[src/wss_pkg.sv]
// ----------------------------------------------------------------------------
// wss_pkg
// Shared types and sizes for the windowed sensor statistics core.
// ----------------------------------------------------------------------------
package wss_pkg;

  localparam int HISTORY_DEPTH = 64;
  localparam int AVERAGE_SPAN  = 10;
  localparam int KIND_COUNT    = 16;

  localparam int HIST_AW  = $clog2(HISTORY_DEPTH);
  localparam int FILL_W   = HIST_AW + 1;
  localparam int KIND_W   = 4;
  localparam int SUM_W    = 32 + FILL_W;          // signed sum of up to a full ring
  localparam int MAG_W    = SUM_W + 1;            // |n*v - sum|
  localparam int HALF_W   = (MAG_W + 1) / 2;      // multiplier operand width
  localparam int ACC_W    = 2 * MAG_W + FILL_W - 1;
  localparam int DEN_W    = 3 * (FILL_W - 1) + 1; // holds count cubed
  localparam int ROOT_W   = ACC_W / 2;
  localparam int DIVC_W   = $clog2(ACC_W + 1);
  localparam int SQC_W    = $clog2(ROOT_W + 1);

  localparam logic CMD_PUSH  = 1'b0;
  localparam logic CMD_QUERY = 1'b1;

  typedef struct packed {
    logic               command;
    logic [3:0]         sensor_type;
    logic [31:0]        sample_time;
    logic signed [31:0] sample_value;
    logic [31:0]        time_window;
  } in_item_t;

  typedef struct packed {
    logic signed [31:0] running_average;
    logic [6:0]         match_count;
    logic signed [31:0] min_value;
    logic signed [31:0] max_value;
    logic signed [31:0] mean_value;
    logic [31:0]        std_deviation;
  } out_item_t;

  typedef struct packed {
    logic [31:0]        stamp;
    logic [KIND_W-1:0]  kind;
    logic signed [31:0] value;
  } entry_t;

endpackage

[src/wss_history.sv]
// ----------------------------------------------------------------------------
// wss_history
// Sample ring storage: one write port, one registered read port.
// ----------------------------------------------------------------------------
module wss_history (
  input  logic                         clk,
  input  logic                         we,
  input  logic [wss_pkg::HIST_AW-1:0]  waddr,
  input  wss_pkg::entry_t              wdata,
  input  logic [wss_pkg::HIST_AW-1:0]  raddr,
  output wss_pkg::entry_t              rdata
);

  wss_pkg::entry_t mem [wss_pkg::HISTORY_DEPTH];

  always_ff @(posedge clk) begin
    if (we) begin
      mem[waddr] <= wdata;
    end
    rdata <= mem[raddr];
  end

endmodule

[config.mk]
export PLATFORM = sky130hd
export DESIGN_NAME = wss_history
export DESIGN_NICKNAME = d
export VERILOG_FILES = /design/src/wss_pkg.sv /design/src/wss_history.sv
export SDC_FILE = /design/constraint.sdc
export NUM_CORES = 2
export LEC_CHECK = 0
export ABC_AREA = 0
export BUFFER_PORTS_ARGS = -buffer_cell sky130_fd_sc_hd__buf_4
export CORE_ASPECT_RATIO = 1.4
export CORE_MARGIN = 5
export CORE_UTILIZATION = 32
export DETAILED_ROUTE_END_ITERATION = 10
export SLEW_MARGIN = 20
export SYNTH_ARGS = -nofsm -noshare
export SYNTH_HDL_FRONTEND = slang
export SYNTH_MEMORY_MAX_BITS = 65536
export SYNTH_SLANG_ARGS = --single-unit
[constraint.sdc]
create_clock -name clk -period 8.28 [get_ports clk]
set_clock_uncertainty 0.05 [all_clocks]
set_input_delay 0.414 -clock clk [delete_from_list [all_inputs] [get_ports clk]]
set_output_delay 0.414 -clock clk [all_outputs]
set_load 0.02 [all_outputs]
==> impl_metrics.yaml <==
sta:
  setup_ws_ps: 4520
  max_slew_margin_pct: 20.0
  fmax_mhz: 266
  rsz0062_at_grt: "false"
  min_period_ps: 3760
  drv_slew: 0
  finalHoldViolations: 0
  finalSetupTns_ps: 0
  worst_pin_slew_ps: 1200
  setup_viol_count_final: 0
  timing.final.crit_share_pct: 45.4
synth:
  synth-xor-area-share_pct: 0
  synth-compound-area-share_pct: 2.78
  synth_adder_area_share_pct: 0
  yosys.cell_types.count: 35
  avgSynthCellArea_um2: 23.4
  yosysSeqAreaShare_pct: 79.8
  async_flop_share_pct: 0
  yosysWarnings: 0
  synth-edff-count: 4352
  synthCells: 7077
  synthFlopType: "edfxtp_1"
  synth-seq-cells: 4420
  syn_nets: 7159
  synth_top_family_by_area: "multiplexers"
  muxShareOfSynthArea_pct: 14.8
  syn_area_um2: 166000
  synth-simple-area-share_pct: 1.29
global_routing:
  grt_max_degree: 128
  antenna_found_initial: 64
  gr-usage-all-layers_pct: 17.9
  grt-ovfl-total: 0
  grt_pass1_vias: 82000
  grt_pass1_wl_mm: 669
finish:
  nNetsFinal: 7558
  area_growth_pct: 14.2
  final_layout_size_suffix_gt1_share_pct: 26.3
detailed_routing:
  wire_per_inst_um: 33.1
  drc_errors: 0
  vias: 80100
  routed_wl_mm: 488
  ant_nets: 0
  drtIter0Drc: 9729
  dr.pass1.iters: 8
  viasPerCell: 5.44
cts:
  cts_tree: "built"
  cts_max_level: 5
  clk_pin_slew_ps: 60
  cts_buffers: 384
  cts_setup_buffers: 0
  worstSkewPairLatency_ps: 980
  cts_sinks: 4420
  cts_buffer_depth: 4
  clockRootBuffer: "clkbuf_16"
  cts_resized: 0
placed_design:
  gp_congestion: 0.779
  pre_cts_ws_ps: 3740
  numPortBuffers: 149
  dp_hpwl_mm: 270
outcome:
  status: "finished, final reports clean"
die:
  core_area_um2: 516000
  die_h_um: 861
  start_util_pct: 32.1
  io_pins: 150
  die_area_um2: 532000
  fp.dieW_um: 618
  row_count: 312
hold_path:
  hp-class: "input pin to flop"
worst_setup_path:
  end_kind: "flop"
  crit_type: "input pin to flop"
  worstPathArrival_ps: 4230
  path_max_fanout: 33
  start_kind: "input pin"
  required_ps: 8750
pwr:
  ir_worst_vdd_uv: 179
  leakagePower_nw: 57.3
  power.density_nw_per_um2: 240
run:
  maxCapViolCount: 0
[state kept, by name (all words and copies together) (netlist names)]
signal / cells
rdata: 68
mem: 4352
[cell type report]
class / count / area [um^2]
well taps: 6908 / 8640
clock inverters: 240 / 2480
multi-input cells: 2243 / 31900
clock buffers: 464 / 10100
repair buffers: 426 / 3810
flip-flops and latches: 4420 / 132000
inverters: 1 / 5.00
diodes: 11 / 27.5
fillers: 46300 / 327000
[per-layer routing]
metal	global-route usage, %	vias to the layer above	wire length (um)
met2	32.1	3900	256000
met1	21.4	43900	172000
met3	2.73	940	36300
li1	-	31300	-
met5	0	-	188
met4	7.53	32	23400
[critical path, stage by stage]
cell,delay (ps)
dlygate4sd3_1,620
buf_4,220
nor2_1,180
nand3_1,620
nor2_4,560
buf_4,710
buf_4,820
[metrics by stage]
stage	area, um^2	hold WS [ps]	instances	util (%)	total power [W]
6_report	189000	61.6	14700	36.7	0.0454
4_1_cts	189000	13.0	14700	36.6	0.0457
3_3_place_gp	176000	774	13900	34.0	0.0276
3_5_place_dp	176000	782	13900	34.1	0.0276
2_1_floorplan	166000	463	7077	-	0.0265
5_1_grt	189000	72.9	14700	36.6	0.0467
[final timing paths]
path / from / end / slack, ps / depth (start not counted)
setup / recovery: waddr[2] / mem[33][3] / 4520 / 7
hold / removal: waddr[1] / mem[52][50] / 60 / 3
setup reg to reg: mem[4][0] / rdata[0] / 6290 / 5
hold reg to reg: mem[59][4] / rdata[4] / 800 / 4
[Yosys cell counts (all sizes together), types with 56 or more instances]
library cell | count | area (um^2)
clkbuf | 185 | 694
mux2i | 130 | 1300
nor4 | 56 | 350
nor2 | 86 | 323
o22ai | 370 | 2310
nor3 | 103 | 515
mux4 | 1031 | 23200
buf | 228 | 1510
edfxtp | 4352 | 131000
nor2b | 84 | 526
dfxtp | 68 | 1360
a22oi | 60 | 450
o22a | 56 | 490
a211oi | 108 | 811
[power breakdown]
| group | switching [W] | total [W] | internal (W) |
|---|---|---|---|
| Clock | 0.00811 | 0.0183 | 0.0102 |
| Sequential | 0.000184 | 0.0249 | 0.0248 |
| Combinational | 0.00141 | 0.00220 | 0.000791 |
[cell families (layout without fill, tap and decap cells)]
logic type,Yosys count,in the layout
buffers and inverters,414,1131
AO/OA/AOI/OAI,669,669
AND/OR/NAND/NOR,413,413
multiplexers,1161,1161
other,0,11
flip-flops,4420,4420
[cells in the final DEF (no fill, tap or decap), types with 5 or more instances in the layout]
master	netlist	routed
clkbuf_16	0	390
nor2b_1	84	81
o22a_1	56	56
dlygate4sd3_1	0	70
o22ai_1	370	370
a21oi_1	16	16
clkinvlp_4	0	19
nand2_4	0	8
mux4_2	1031	1031
clkbuf_1	185	64
nand3_1	30	29
inv_6	0	9
a22oi_1	60	60
edfxtp_1	4352	4352
nor4_1	56	56
nor2_1	86	23
clkinv_2	0	85
o221ai_1	23	23
a211oi_1	108	108
bufinv_16	0	45
nor3_1	103	101
a31oi_1	12	12
clkinv_1	0	69
or2_2	5	5
dfxtp_1	68	68
o21ai_0	8	8
clkbuf_8	0	10
nand2_1	29	19
diode_2	0	11
buf_4	68	320
buf_12	0	32
o211a_1	12	12
mux2i_1	130	130
nor2_4	0	62
[what timing repair did]
action	in CTS	in global routing
endpoints found under the hold margin	3840	0
endpoints found under the setup margin	0	0
hold buffers	70	0
Note: power is estimated with default switching activity, not from simulation.
