[config.mk]
export PLATFORM = sky130hd
export DESIGN_NAME = wss_divider
export DESIGN_NICKNAME = d
export VERILOG_FILES = /design/src/wss_pkg.sv /design/src/wss_divider.sv
export SDC_FILE = /design/constraint.sdc
export NUM_CORES = 1
export LEC_CHECK = 0
export BUFFER_PORTS_ARGS = -buffer_cell sky130_fd_sc_hd__buf_2
export CAP_MARGIN = 20
export CORE_MARGIN = 2
export CORE_UTILIZATION = 41
export CTS_CLUSTER_SIZE = 24
export DETAILED_ROUTE_END_ITERATION = 16
export HOLD_SLACK_MARGIN = 0.15
export PLACE_DENSITY = 0.77
export SYNTH_ARGS = -nofsm -noshare
export SYNTH_HDL_FRONTEND = slang
export SYNTH_SLANG_ARGS = --single-unit
[constraint.sdc]
create_clock -name clk -period 16.77 [get_ports clk]
set_clock_uncertainty 0.05 [all_clocks]
set_input_delay 5.031 -clock clk [delete_from_list [all_inputs] [get_ports clk]]
set_output_delay 5.031 -clock clk [all_outputs]
set_load 0.05 [all_outputs]
[src/wss_pkg.sv]
// ----------------------------------------------------------------------------
// wss_pkg
// Shared types and sizes for the windowed sensor statistics core.
// ----------------------------------------------------------------------------
package wss_pkg;

  localparam int HISTORY_DEPTH = 64;
  localparam int AVERAGE_SPAN  = 10;
  localparam int KIND_COUNT    = 16;

  localparam int HIST_AW  = $clog2(HISTORY_DEPTH);
  localparam int FILL_W   = HIST_AW + 1;
  localparam int KIND_W   = 4;
  localparam int SUM_W    = 32 + FILL_W;          // signed sum of up to a full ring
  localparam int MAG_W    = SUM_W + 1;            // |n*v - sum|
  localparam int HALF_W   = (MAG_W + 1) / 2;      // multiplier operand width
  localparam int ACC_W    = 2 * MAG_W + FILL_W - 1;
  localparam int DEN_W    = 3 * (FILL_W - 1) + 1; // holds count cubed
  localparam int ROOT_W   = ACC_W / 2;
  localparam int DIVC_W   = $clog2(ACC_W + 1);
  localparam int SQC_W    = $clog2(ROOT_W + 1);

  localparam logic CMD_PUSH  = 1'b0;
  localparam logic CMD_QUERY = 1'b1;

  typedef struct packed {
    logic               command;
    logic [3:0]         sensor_type;
    logic [31:0]        sample_time;
    logic signed [31:0] sample_value;
    logic [31:0]        time_window;
  } in_item_t;

  typedef struct packed {
    logic signed [31:0] running_average;
    logic [6:0]         match_count;
    logic signed [31:0] min_value;
    logic signed [31:0] max_value;
    logic signed [31:0] mean_value;
    logic [31:0]        std_deviation;
  } out_item_t;

  typedef struct packed {
    logic [31:0]        stamp;
    logic [KIND_W-1:0]  kind;
    logic signed [31:0] value;
  } entry_t;

endpackage

[src/wss_divider.sv]
// ----------------------------------------------------------------------------
// wss_divider
// Restoring unsigned divider, one quotient bit per cycle.
// ----------------------------------------------------------------------------
module wss_divider (
  input  logic                       clk,
  input  logic                       rst,
  input  logic                       go,
  input  logic [wss_pkg::ACC_W-1:0]  num,
  input  logic [wss_pkg::DEN_W-1:0]  den,
  output logic                       done,
  output logic [wss_pkg::ACC_W-1:0]  quo
);

  logic [wss_pkg::DEN_W-1:0]  rem;
  logic [wss_pkg::DEN_W-1:0]  den_q;
  logic [wss_pkg::DIVC_W-1:0] cnt;
  logic                       busy;
  logic [wss_pkg::DEN_W:0]    shifted;
  logic                       fits;

  assign shifted = {rem, quo[wss_pkg::ACC_W-1]};
  assign fits    = shifted >= {1'b0, den_q};

  always_ff @(posedge clk) begin
    if (rst) begin
      busy <= 1'b0;
      done <= 1'b0;
      cnt  <= '0;
    end else begin
      if (go) begin
        done  <= 1'b0;
        busy  <= 1'b1;
        cnt   <= wss_pkg::DIVC_W'(wss_pkg::ACC_W);
        quo   <= num;
        den_q <= den;
        rem   <= '0;
      end else if (busy) begin
        if (fits) begin
          rem <= wss_pkg::DEN_W'(shifted - {1'b0, den_q});
        end else begin
          rem <= shifted[wss_pkg::DEN_W-1:0];
        end
        quo  <= {quo[wss_pkg::ACC_W-2:0], fits};
        cnt  <= cnt - 1'b1;
        done <= (cnt == wss_pkg::DIVC_W'(1));
        if (cnt == wss_pkg::DIVC_W'(1)) begin
          busy <= 1'b0;
        end
      end else begin
        done <= 1'b0;
      end
    end
  end

endmodule

==> metrics.cfg <==
[synthesis]
synth.area.mux_share_pct=16.6
synthArstFlopShare_pct=0
yosys.area_share.simple_pct=6.47
synth_adder_area_share_pct=4.31
netlist_instances=474
synth_top_family_by_area=multiplexers
avgSynthCellArea_um2=13.8
yosysSeqAreaShare_pct=59.5
synth.distinct_cells=54
synth_area_um2=6560
synth_edf_count=124
synthFlopType=edfxtp_1
ys_warn_count=0
syn-num-nets=604
synth_xor_area_share_pct=2.94
ys_ff_latch=133
synth_compound_area_share_pct=6.64

[hold_path]
hp-class=reg2reg
hold_depth=1

[floorplan]
num_io_pins=195
fp.dieW_um=130
rows=46
core_um2=15800
initial_utilization_pct=41.6
die_h_um=130
die_area_um2=17000

[pwr]
peakVddDrop_mv=0.0755
p_per_area_nw_per_um2=122
power_leakage_uw=0.00347
finalPower_uw=1020

[critical_path]
cpPeakStageDelay_ps=700
crit_family=buffers and inverters
cp_cell_sequence=buf_4 -> nor2_1 -> nor2_4 -> buf_12 -> buf_4
crit_fanout=65
arrival_ps=6690
path_buf_inv=3
crit_cells=5
cp_common_cell=buf_4
worstSetupPathType=in2reg
critPathLaunchType=input pin
cp-end-kind=flop
slowest_stage=buf_4
r2r_cells=10
reg2reg_setup_slack_ps=13770
worstPathRequired_ps=16760

[layout]
num-fill-cells=1364
nets=797
fin_util_pct=53.1
area_growth_pct=27.7
multi_input_comb_area_um2=2430
layout-drive-gt1-share_pct=48.5
seqCellArea_um2=3900

[detailed_routing]
drt-pass1-iter-count=5
vias=4562
wirelength_um=15500
avgRoutedWirePerCell_um=17.3
drc=0
drtIter0Drc=277
ant_nets=0
vias_per_cell=5.08

[clock_tree]
cts_setup_buffers=0
cts_buffers=17
cts_hold_buf=0
clockBufferDepth=2
ctsResizeCount=0
cts.sinks=133
clk_pin_slew_ps=60
cts_max_level=4
cts_root_buffer=clkbuf_16
clk_latency_ps=420
tritoncts=done

[global_route]
grt_first_pass_wirelength_um=24400
track_usage_pct=18.7
grt_start_max_net_pins=86
grt_overflow=0
grt_antenna_before_repair=2
grt_pass1_vias=4767

[placement]
hpwl_um=10900
gp_congestion=0.847
portBuffers=194

[timing]
max_freq_mhz=149
min_period_ps=6700
rsz0062_at_grt=false
finalSetupViolations=0
fin_setup_tns_ps=0
finalHoldViolCount=0
final_max_slew_viol_count=0
hold_ws_ps=524
min_period_over_period_pct=40.0
tightest_slew_ps=1040
slew-limit-headroom_pct=30.6

[run_status]
status=completed

[flow_run]
maxCapViolCount=0

## cell families (layout without fill, tap and decap cells)
kind of cell / Yosys count / after routing
xor+xnor: 22 / 22
compound gates: 62 / 62
fa+ha+maj: 22 / 22
flops: 133 / 133
buf+inv: 49 / 255
mux: 98 / 98
simple gates: 88 / 88
other cells: 0 / 2
## report_power, final
group / switching [uW] / internal (uW)
Sequential: 13.0 / 395
Clock: 148 / 265
Combinational: 129 / 73.2
## path summary, 6_finish.rpt
check,endpoint,start
worst min register to register,quo[57],quo[56]
worst max-delay path,rem[6],go
worst max register to register,rem[6],quo[85]
worst min-delay path,quo[57],quo[56]
## layout make-up
type / instances / share of cell area (%)
Inverter: 25 / 1.12
Antenna cell: 2 / 0.0598
Multi-Input combinational cell: 292 / 29.0
Sequential cell: 133 / 46.6
Timing Repair Buffer: 198 / 12.1
Clock inverter: 15 / 2.71
Tap cell: 216 / 3.23
Clock buffer: 17 / 5.08
## cell usage after synthesis (2+ instances only)
cell	number	share of area, %
nand2_1	21	1.2
buf_2	3	0.23
a21o_1	3	0.34
a21oi_1	22	1.7
nor2_1	29	1.7
nor3_1	10	0.76
inv_1	25	1.4
a31oi_1	2	0.19
nand2b_1	2	0.19
mux2_2	86	15
nor2b_1	3	0.29
edfxtp_1	124	57
mux2i_1	12	1.8
o211a_1	2	0.31
buf_4	2	0.23
o211ai_2	2	0.38
a211oi_2	2	0.38
nand3_1	6	0.46
a21oi_2	3	0.40
a211oi_1	2	0.23
o21ai_0	9	0.69
nor3b_1	2	0.23
clkbuf_1	15	0.86
nor2_2	2	0.19
ha_1	21	4.0
xnor2_1	13	1.7
nand4_1	6	0.57
dfxtp_1	9	2.7
o31ai_1	3	0.34
xor2_1	9	1.2
## metal layers
metal,wire [um],up-vias,share of wire (%),track usage (%)
met3,1050,19,6.7,6.56
met5,13,-,0.084,0
met2,7860,155,51,31.7
met4,261,2,1.7,7.20
met1,6350,2211,41,22.0
li1,-,2175,-,-
## cells in the final DEF, fill, tap and decap left out, types with 3 or more instances in the layout
cell	count
bufinv_16	5
mux2_2	86
nand3_1	6
xor2_1	9
inv_1	25
buf_4	4
edfxtp_1	124
xnor2_1	13
nor2b_1	3
clkinv_2	3
clkbuf_16	17
nand2_1	21
ha_1	21
a21oi_2	3
nor2_1	28
a21o_1	3
a21oi_1	22
o31ai_1	3
dfxtp_1	9
mux2i_1	12
nor3_1	10
o21ai_0	9
nand4_1	6
buf_2	193
## registers in the layout, indices dropped and copies added (netlist names)
signal,flops
cnt,7
den_q,19
quo,86
done,1
busy,1
rem,19
## stage by stage
step | cell area, um2 | std cells | setup WS, ps
after floorplan | 6560 | 474 | 6100
after global placement | 7690 | 863 | 9240
after detailed placement | 7690 | 863 | 9140
after CTS | 8350 | 895 | 9570
after global routing | 8370 | 897 | 9960
final | 8370 | 898 | 10070
Note: power is estimated with default switching activity, not from simulation.
