--- src/wss_pkg.sv ---
// ----------------------------------------------------------------------------
// wss_pkg
// Shared types and sizes for the windowed sensor statistics core.
// ----------------------------------------------------------------------------
package wss_pkg;

  localparam int HISTORY_DEPTH = 64;
  localparam int AVERAGE_SPAN  = 10;
  localparam int KIND_COUNT    = 16;

  localparam int HIST_AW  = $clog2(HISTORY_DEPTH);
  localparam int FILL_W   = HIST_AW + 1;
  localparam int KIND_W   = 4;
  localparam int SUM_W    = 32 + FILL_W;          // signed sum of up to a full ring
  localparam int MAG_W    = SUM_W + 1;            // |n*v - sum|
  localparam int HALF_W   = (MAG_W + 1) / 2;      // multiplier operand width
  localparam int ACC_W    = 2 * MAG_W + FILL_W - 1;
  localparam int DEN_W    = 3 * (FILL_W - 1) + 1; // holds count cubed
  localparam int ROOT_W   = ACC_W / 2;
  localparam int DIVC_W   = $clog2(ACC_W + 1);
  localparam int SQC_W    = $clog2(ROOT_W + 1);

  localparam logic CMD_PUSH  = 1'b0;
  localparam logic CMD_QUERY = 1'b1;

  typedef struct packed {
    logic               command;
    logic [3:0]         sensor_type;
    logic [31:0]        sample_time;
    logic signed [31:0] sample_value;
    logic [31:0]        time_window;
  } in_item_t;

  typedef struct packed {
    logic signed [31:0] running_average;
    logic [6:0]         match_count;
    logic signed [31:0] min_value;
    logic signed [31:0] max_value;
    logic signed [31:0] mean_value;
    logic [31:0]        std_deviation;
  } out_item_t;

  typedef struct packed {
    logic [31:0]        stamp;
    logic [KIND_W-1:0]  kind;
    logic signed [31:0] value;
  } entry_t;

endpackage

--- src/wss_sqrt.sv ---
// ----------------------------------------------------------------------------
// wss_sqrt
// Digit-by-digit integer square root, one root bit per cycle.
// ----------------------------------------------------------------------------
module wss_sqrt (
  input  logic                        clk,
  input  logic                        rst,
  input  logic                        go,
  input  logic [wss_pkg::ACC_W-1:0]   radicand,
  output logic                        done,
  output logic [wss_pkg::ROOT_W-1:0]  root
);

  localparam int REM_W = wss_pkg::ROOT_W + 3;

  logic [wss_pkg::ACC_W-1:0]  x;
  logic [REM_W-1:0]           rem;
  logic [wss_pkg::SQC_W-1:0]  cnt;
  logic                       busy;
  logic [REM_W-1:0]           rem_sh;
  logic [REM_W-1:0]           trial;

  assign rem_sh = {rem[REM_W-3:0], x[wss_pkg::ACC_W-1 -: 2]};
  assign trial  = {1'b0, root, 2'b01};

  always_ff @(posedge clk) begin
    if (rst) begin
      busy <= 1'b0;
      done <= 1'b0;
      cnt  <= '0;
    end else begin
      if (go) begin
        done <= 1'b0;
        busy <= 1'b1;
        cnt  <= wss_pkg::SQC_W'(wss_pkg::ROOT_W);
        x    <= radicand;
        rem  <= '0;
        root <= '0;
      end else if (busy) begin
        x <= {x[wss_pkg::ACC_W-3:0], 2'b00};
        if (rem_sh >= trial) begin
          rem  <= rem_sh - trial;
          root <= {root[wss_pkg::ROOT_W-2:0], 1'b1};
        end else begin
          rem  <= rem_sh;
          root <= {root[wss_pkg::ROOT_W-2:0], 1'b0};
        end
        cnt  <= cnt - 1'b1;
        done <= (cnt == wss_pkg::SQC_W'(1));
        if (cnt == wss_pkg::SQC_W'(1)) begin
          busy <= 1'b0;
        end
      end else begin
        done <= 1'b0;
      end
    end
  end

endmodule

--- config.mk ---
export PLATFORM = sky130hd
export DESIGN_NAME = wss_sqrt
export DESIGN_NICKNAME = d
export VERILOG_FILES = /design/src/wss_pkg.sv /design/src/wss_sqrt.sv
export SDC_FILE = /design/constraint.sdc
export NUM_CORES = 1
export LEC_CHECK = 0
export BUFFER_PORTS_ARGS = -buffer_cell sky130_fd_sc_hd__clkbuf_2
export CORE_MARGIN = 4
export CORE_UTILIZATION = 28
export DETAILED_ROUTE_END_ITERATION = 6
export PLACE_DENSITY = 0.58
export SYNTH_ARGS = -nofsm -noshare
export SYNTH_HDL_FRONTEND = slang
export SYNTH_SLANG_ARGS = --single-unit
--- constraint.sdc ---
create_clock -name clk -period 9.15 [get_ports clk]
set_input_delay 0.4575 -clock clk [delete_from_list [all_inputs] [get_ports clk]]
set_output_delay 0.4575 -clock clk [all_outputs]
set_load 0.1 [all_outputs]
==> metrics.md <==
| Metric | Value |
|---|---|
| Mapped Avg Cell Area | `11.5 µm²` |
| Number of flops mapped to enable cells by yosys | `around 170` |
| First-pass DRT Iterations | `7` |
| Via density | `between 4 and 5` |
| CTS buffer count | `17` |
| Hold Path Sink | `x[1]` |
| Fin. max-slew vios | `0` |
| Flop-to-flop setup slack | `5.28 ns` |
| HP Class | `input pin to flop` |
| Routability cong. | `between 0.8 and 0.9` |
| Max VDD drop | `0.136 mV` |
| Largest net degree at the start of global routing | `97` |
| Die Y | `198 µm` |
| R2R cell count | `11` |
| Hold-fix buffers, CTS | `0` |
| Reg2Reg Capture Point | `rem[29]` |
| Critical path class | `flop to flop` |
| Synth cell count leaders | `edfxtp_1, nor2_1, mux2_2` |
| Layout cells sized above 1 | `between 20% and 30%` |
| Gr ovfl total | `0` |
| Synth area leaders | `edfxtp_1, mux2_2, ha_1, nor2_1, a21oi_1` |
| First-pass GRT wire length | `38.2 mm` |
| Total power | `~2400 µW` |
| Total wire length | `between 20 and 25 mm` |
| Synthesized cell area | `around 10,000 µm²` |
| R2R Path Start | `root[34]` |
| Dpl hpwl | `17.4 mm` |
| Final setup vio count | `0` |
| Placed cell count | `1,441` |
| Final std cells w/o fill | `approximately 1,500` |
| Final ANT Viol Nets | `0` |
| Final Hold Vio Count | `0` |
| Synth warn | `0` |
| Clock skew | `approximately 0.016 ns` |
| Site row count | `69` |
| Postcts setup bufs | `0` |
| Fill count | `3,648` |
| Syn_nets | `roughly 1,000` |
| Yosys reg bits | `about 180` |
| Clock buffer depth | `2` |
| Hold Path Origin | `radicand[1]` |
| Biggest area consumer among synthesized cells | `edfxtp_1` |
| Final period util | `between 40% and 50%` |
| Total global-route track usage | `approximately 12%` |
| Initial antenna violation count | `3` |
| Detailed Route Iter0 Violations | `between 300 and 400` |
| Wire per inst | `~16 µm` |
| Hold Path Depth | `2` |
| Die width | `between 150 and 200 µm` |
| Fmax | `roughly 0.26 GHz` |
| I/O Buffers | `around 130` |
| CP Launch Type | `flop` |
| Arr. time, crit path | `4.06 ns` |
| Most frequent cell after synthesis | `edfxtp_1` |
| Synthesized netlist cell count | `881` |
| Crit path max fanout | `25` |
| CP required | `9.34 ns` |
| Vias | `approximately 7,000` |
| Worst relative slew slack | `between 30% and 40%` |
| Drt drc | `0` |
| Synth Flop Type | `edfxtp_1` |
| Post-synth ARST share | `0%` |
| Total clock sinks | `181` |
| Root buf cell | `clkbuf_16` |
| Area Overhead vs Synth | `16.5%` |
| Nets | `approximately 1,100` |
| Status | `complete, no violations` |
| Min Tclk post-route | `roughly 3.9 ns` |
| Clk_lat worst skew | `between 0.4 and 0.5 ns` |
| Cts repair resizes | `0` |
| RSZ-0062 raised after global routing | `false` |
| Total negative setup slack | `0 ns` |
| Synth top area share | `roughly half` |
| CTS HTree Levels | `4` |
| Netlist cell types | `between 60 and 70` |
| # Max-Cap Violations | `0` |
| Vias in the first global route | `just over 7,000` |
| Starting Density | `between 20% and 30%` |
| Die ar. | `39,400 µm²` |
| Clk pin slew, worst setup/hold paths | `0.07 ns` |
| Crit. End Element | `flop` |
| Sequential element share of the synthesized area | `about 53%` |
| Core area | `around 36,000 µm²` |
| I/O pin cnt | `about 130` |
| PwrDens | `about 200 nW/µm²` |
| CTS tree | `done` |
| Slew @ Worst Pin | `about 0.90 ns` |
| P_leak | `approximately 0.0047 µW` |
| Crit path from | `root[34]` |
cell type report:
cell class	instances	area (µm²)	share of cell area, %
Antenna cell	1	2.50	0.0212
Clock buffer	18	429	3.63
Clock inverter	14	163	1.38
Inverter	58	218	1.84
Multi-Input combinational cell	603	4370	36.9
Sequential cell	181	5360	45.3
Tap cell	461	577	4.88
Timing Repair Buffer	138	712	6.02
power breakdown:
part           total [µW]  internal, µW  switching [µW]
logic                 634           230             405
registers            1020           995            28.3
clock network         765           412             352
state kept, by name, indices dropped and copies added, names as in the netlist:
name and count:
done 1, cnt 6, busy 1, root 43, x 86, rem 44
worst max-delay path, cell delays in order (launching register included):
cell and delay [ns]:
edfxtp_1 0.40, inv_1 0.10, ha_1 0.41, nand4_1 0.19
or4_1 0.55, nor4_2 0.14, a211oi_1 0.12, o21ai_2 0.15
a31o_2 0.56, buf_4 0.49, nor2_2 0.18, a22o_1 0.30
worst max-delay path by stage:
| stage | depth (start not counted) | slack, ns | endpoint |
|---|---|---|---|
| 2_1_floorplan | 3 | 0.41 | rem[0] |
| 3_3_place_gp | 11 | 5.26 | rem[43] |
| 3_5_place_dp | 11 | 5.23 | rem[33] |
| 4_1_cts | 11 | 5.20 | rem[29] |
| 5_1_grt | 12 | 4.95 | rem[29] |
| 6_report | 11 | 5.28 | rem[29] |
cells in the final DEF (no fill, tap or decap), drive strengths merged, types with 9 or more instances in the layout:
| master | n |
|---|---|
| a211oi | 13 |
| o21bai | 13 |
| o21ai | 29 |
| nor2 | 119 |
| edfxtp | 173 |
| mux2i | 22 |
| mux2 | 84 |
| xor2 | 18 |
| inv | 67 |
| nor3 | 14 |
| nand4 | 11 |
| ha | 47 |
| a21o | 9 |
| clkbuf | 149 |
| nand3 | 15 |
| xnor2 | 26 |
| nand2 | 43 |
| a21oi | 62 |
logic make-up after synthesis:
group,share of synthesized area [%]
compound gates,11.8
xor+xnor,3.80
fa+ha+maj,5.79
buf+inv,4.27
flops,52.8
mux,11.5
simple gates,10.1
per-stage QoR:
| stage | utilization, % | hold slack, ns | area [µm²] | setup slack, ns |
|---|---|---|---|---|
| after CTS | 33.2 | 0.272 | 11800 | 5.20 |
| final | 33.2 | 0.305 | 11800 | 5.28 |
| after floorplan | - | 0.525 | 10100 | 0.411 |
| after global routing | 33.2 | 0.288 | 11800 | 4.95 |
| after detailed placement | 31.5 | 0.533 | 11200 | 5.23 |
| after global placement | 31.5 | 0.526 | 11200 | 5.26 |
metal layers:
| metal | routed length (µm) | up-vias | track usage (%) | part of all wire, % |
|---|---|---|---|---|
| met5 | 45 | - | 0 | 0.19 |
| met4 | 214 | 6 | 2.83 | 0.90 |
| met3 | 1840 | 20 | 4.64 | 7.7 |
| met2 | 10800 | 175 | 19.1 | 45 |
| met1 | 11000 | 3340 | 16.1 | 46 |
| li1 | - | 3478 | - | - |
Note: power is estimated with default switching activity, not from simulation.
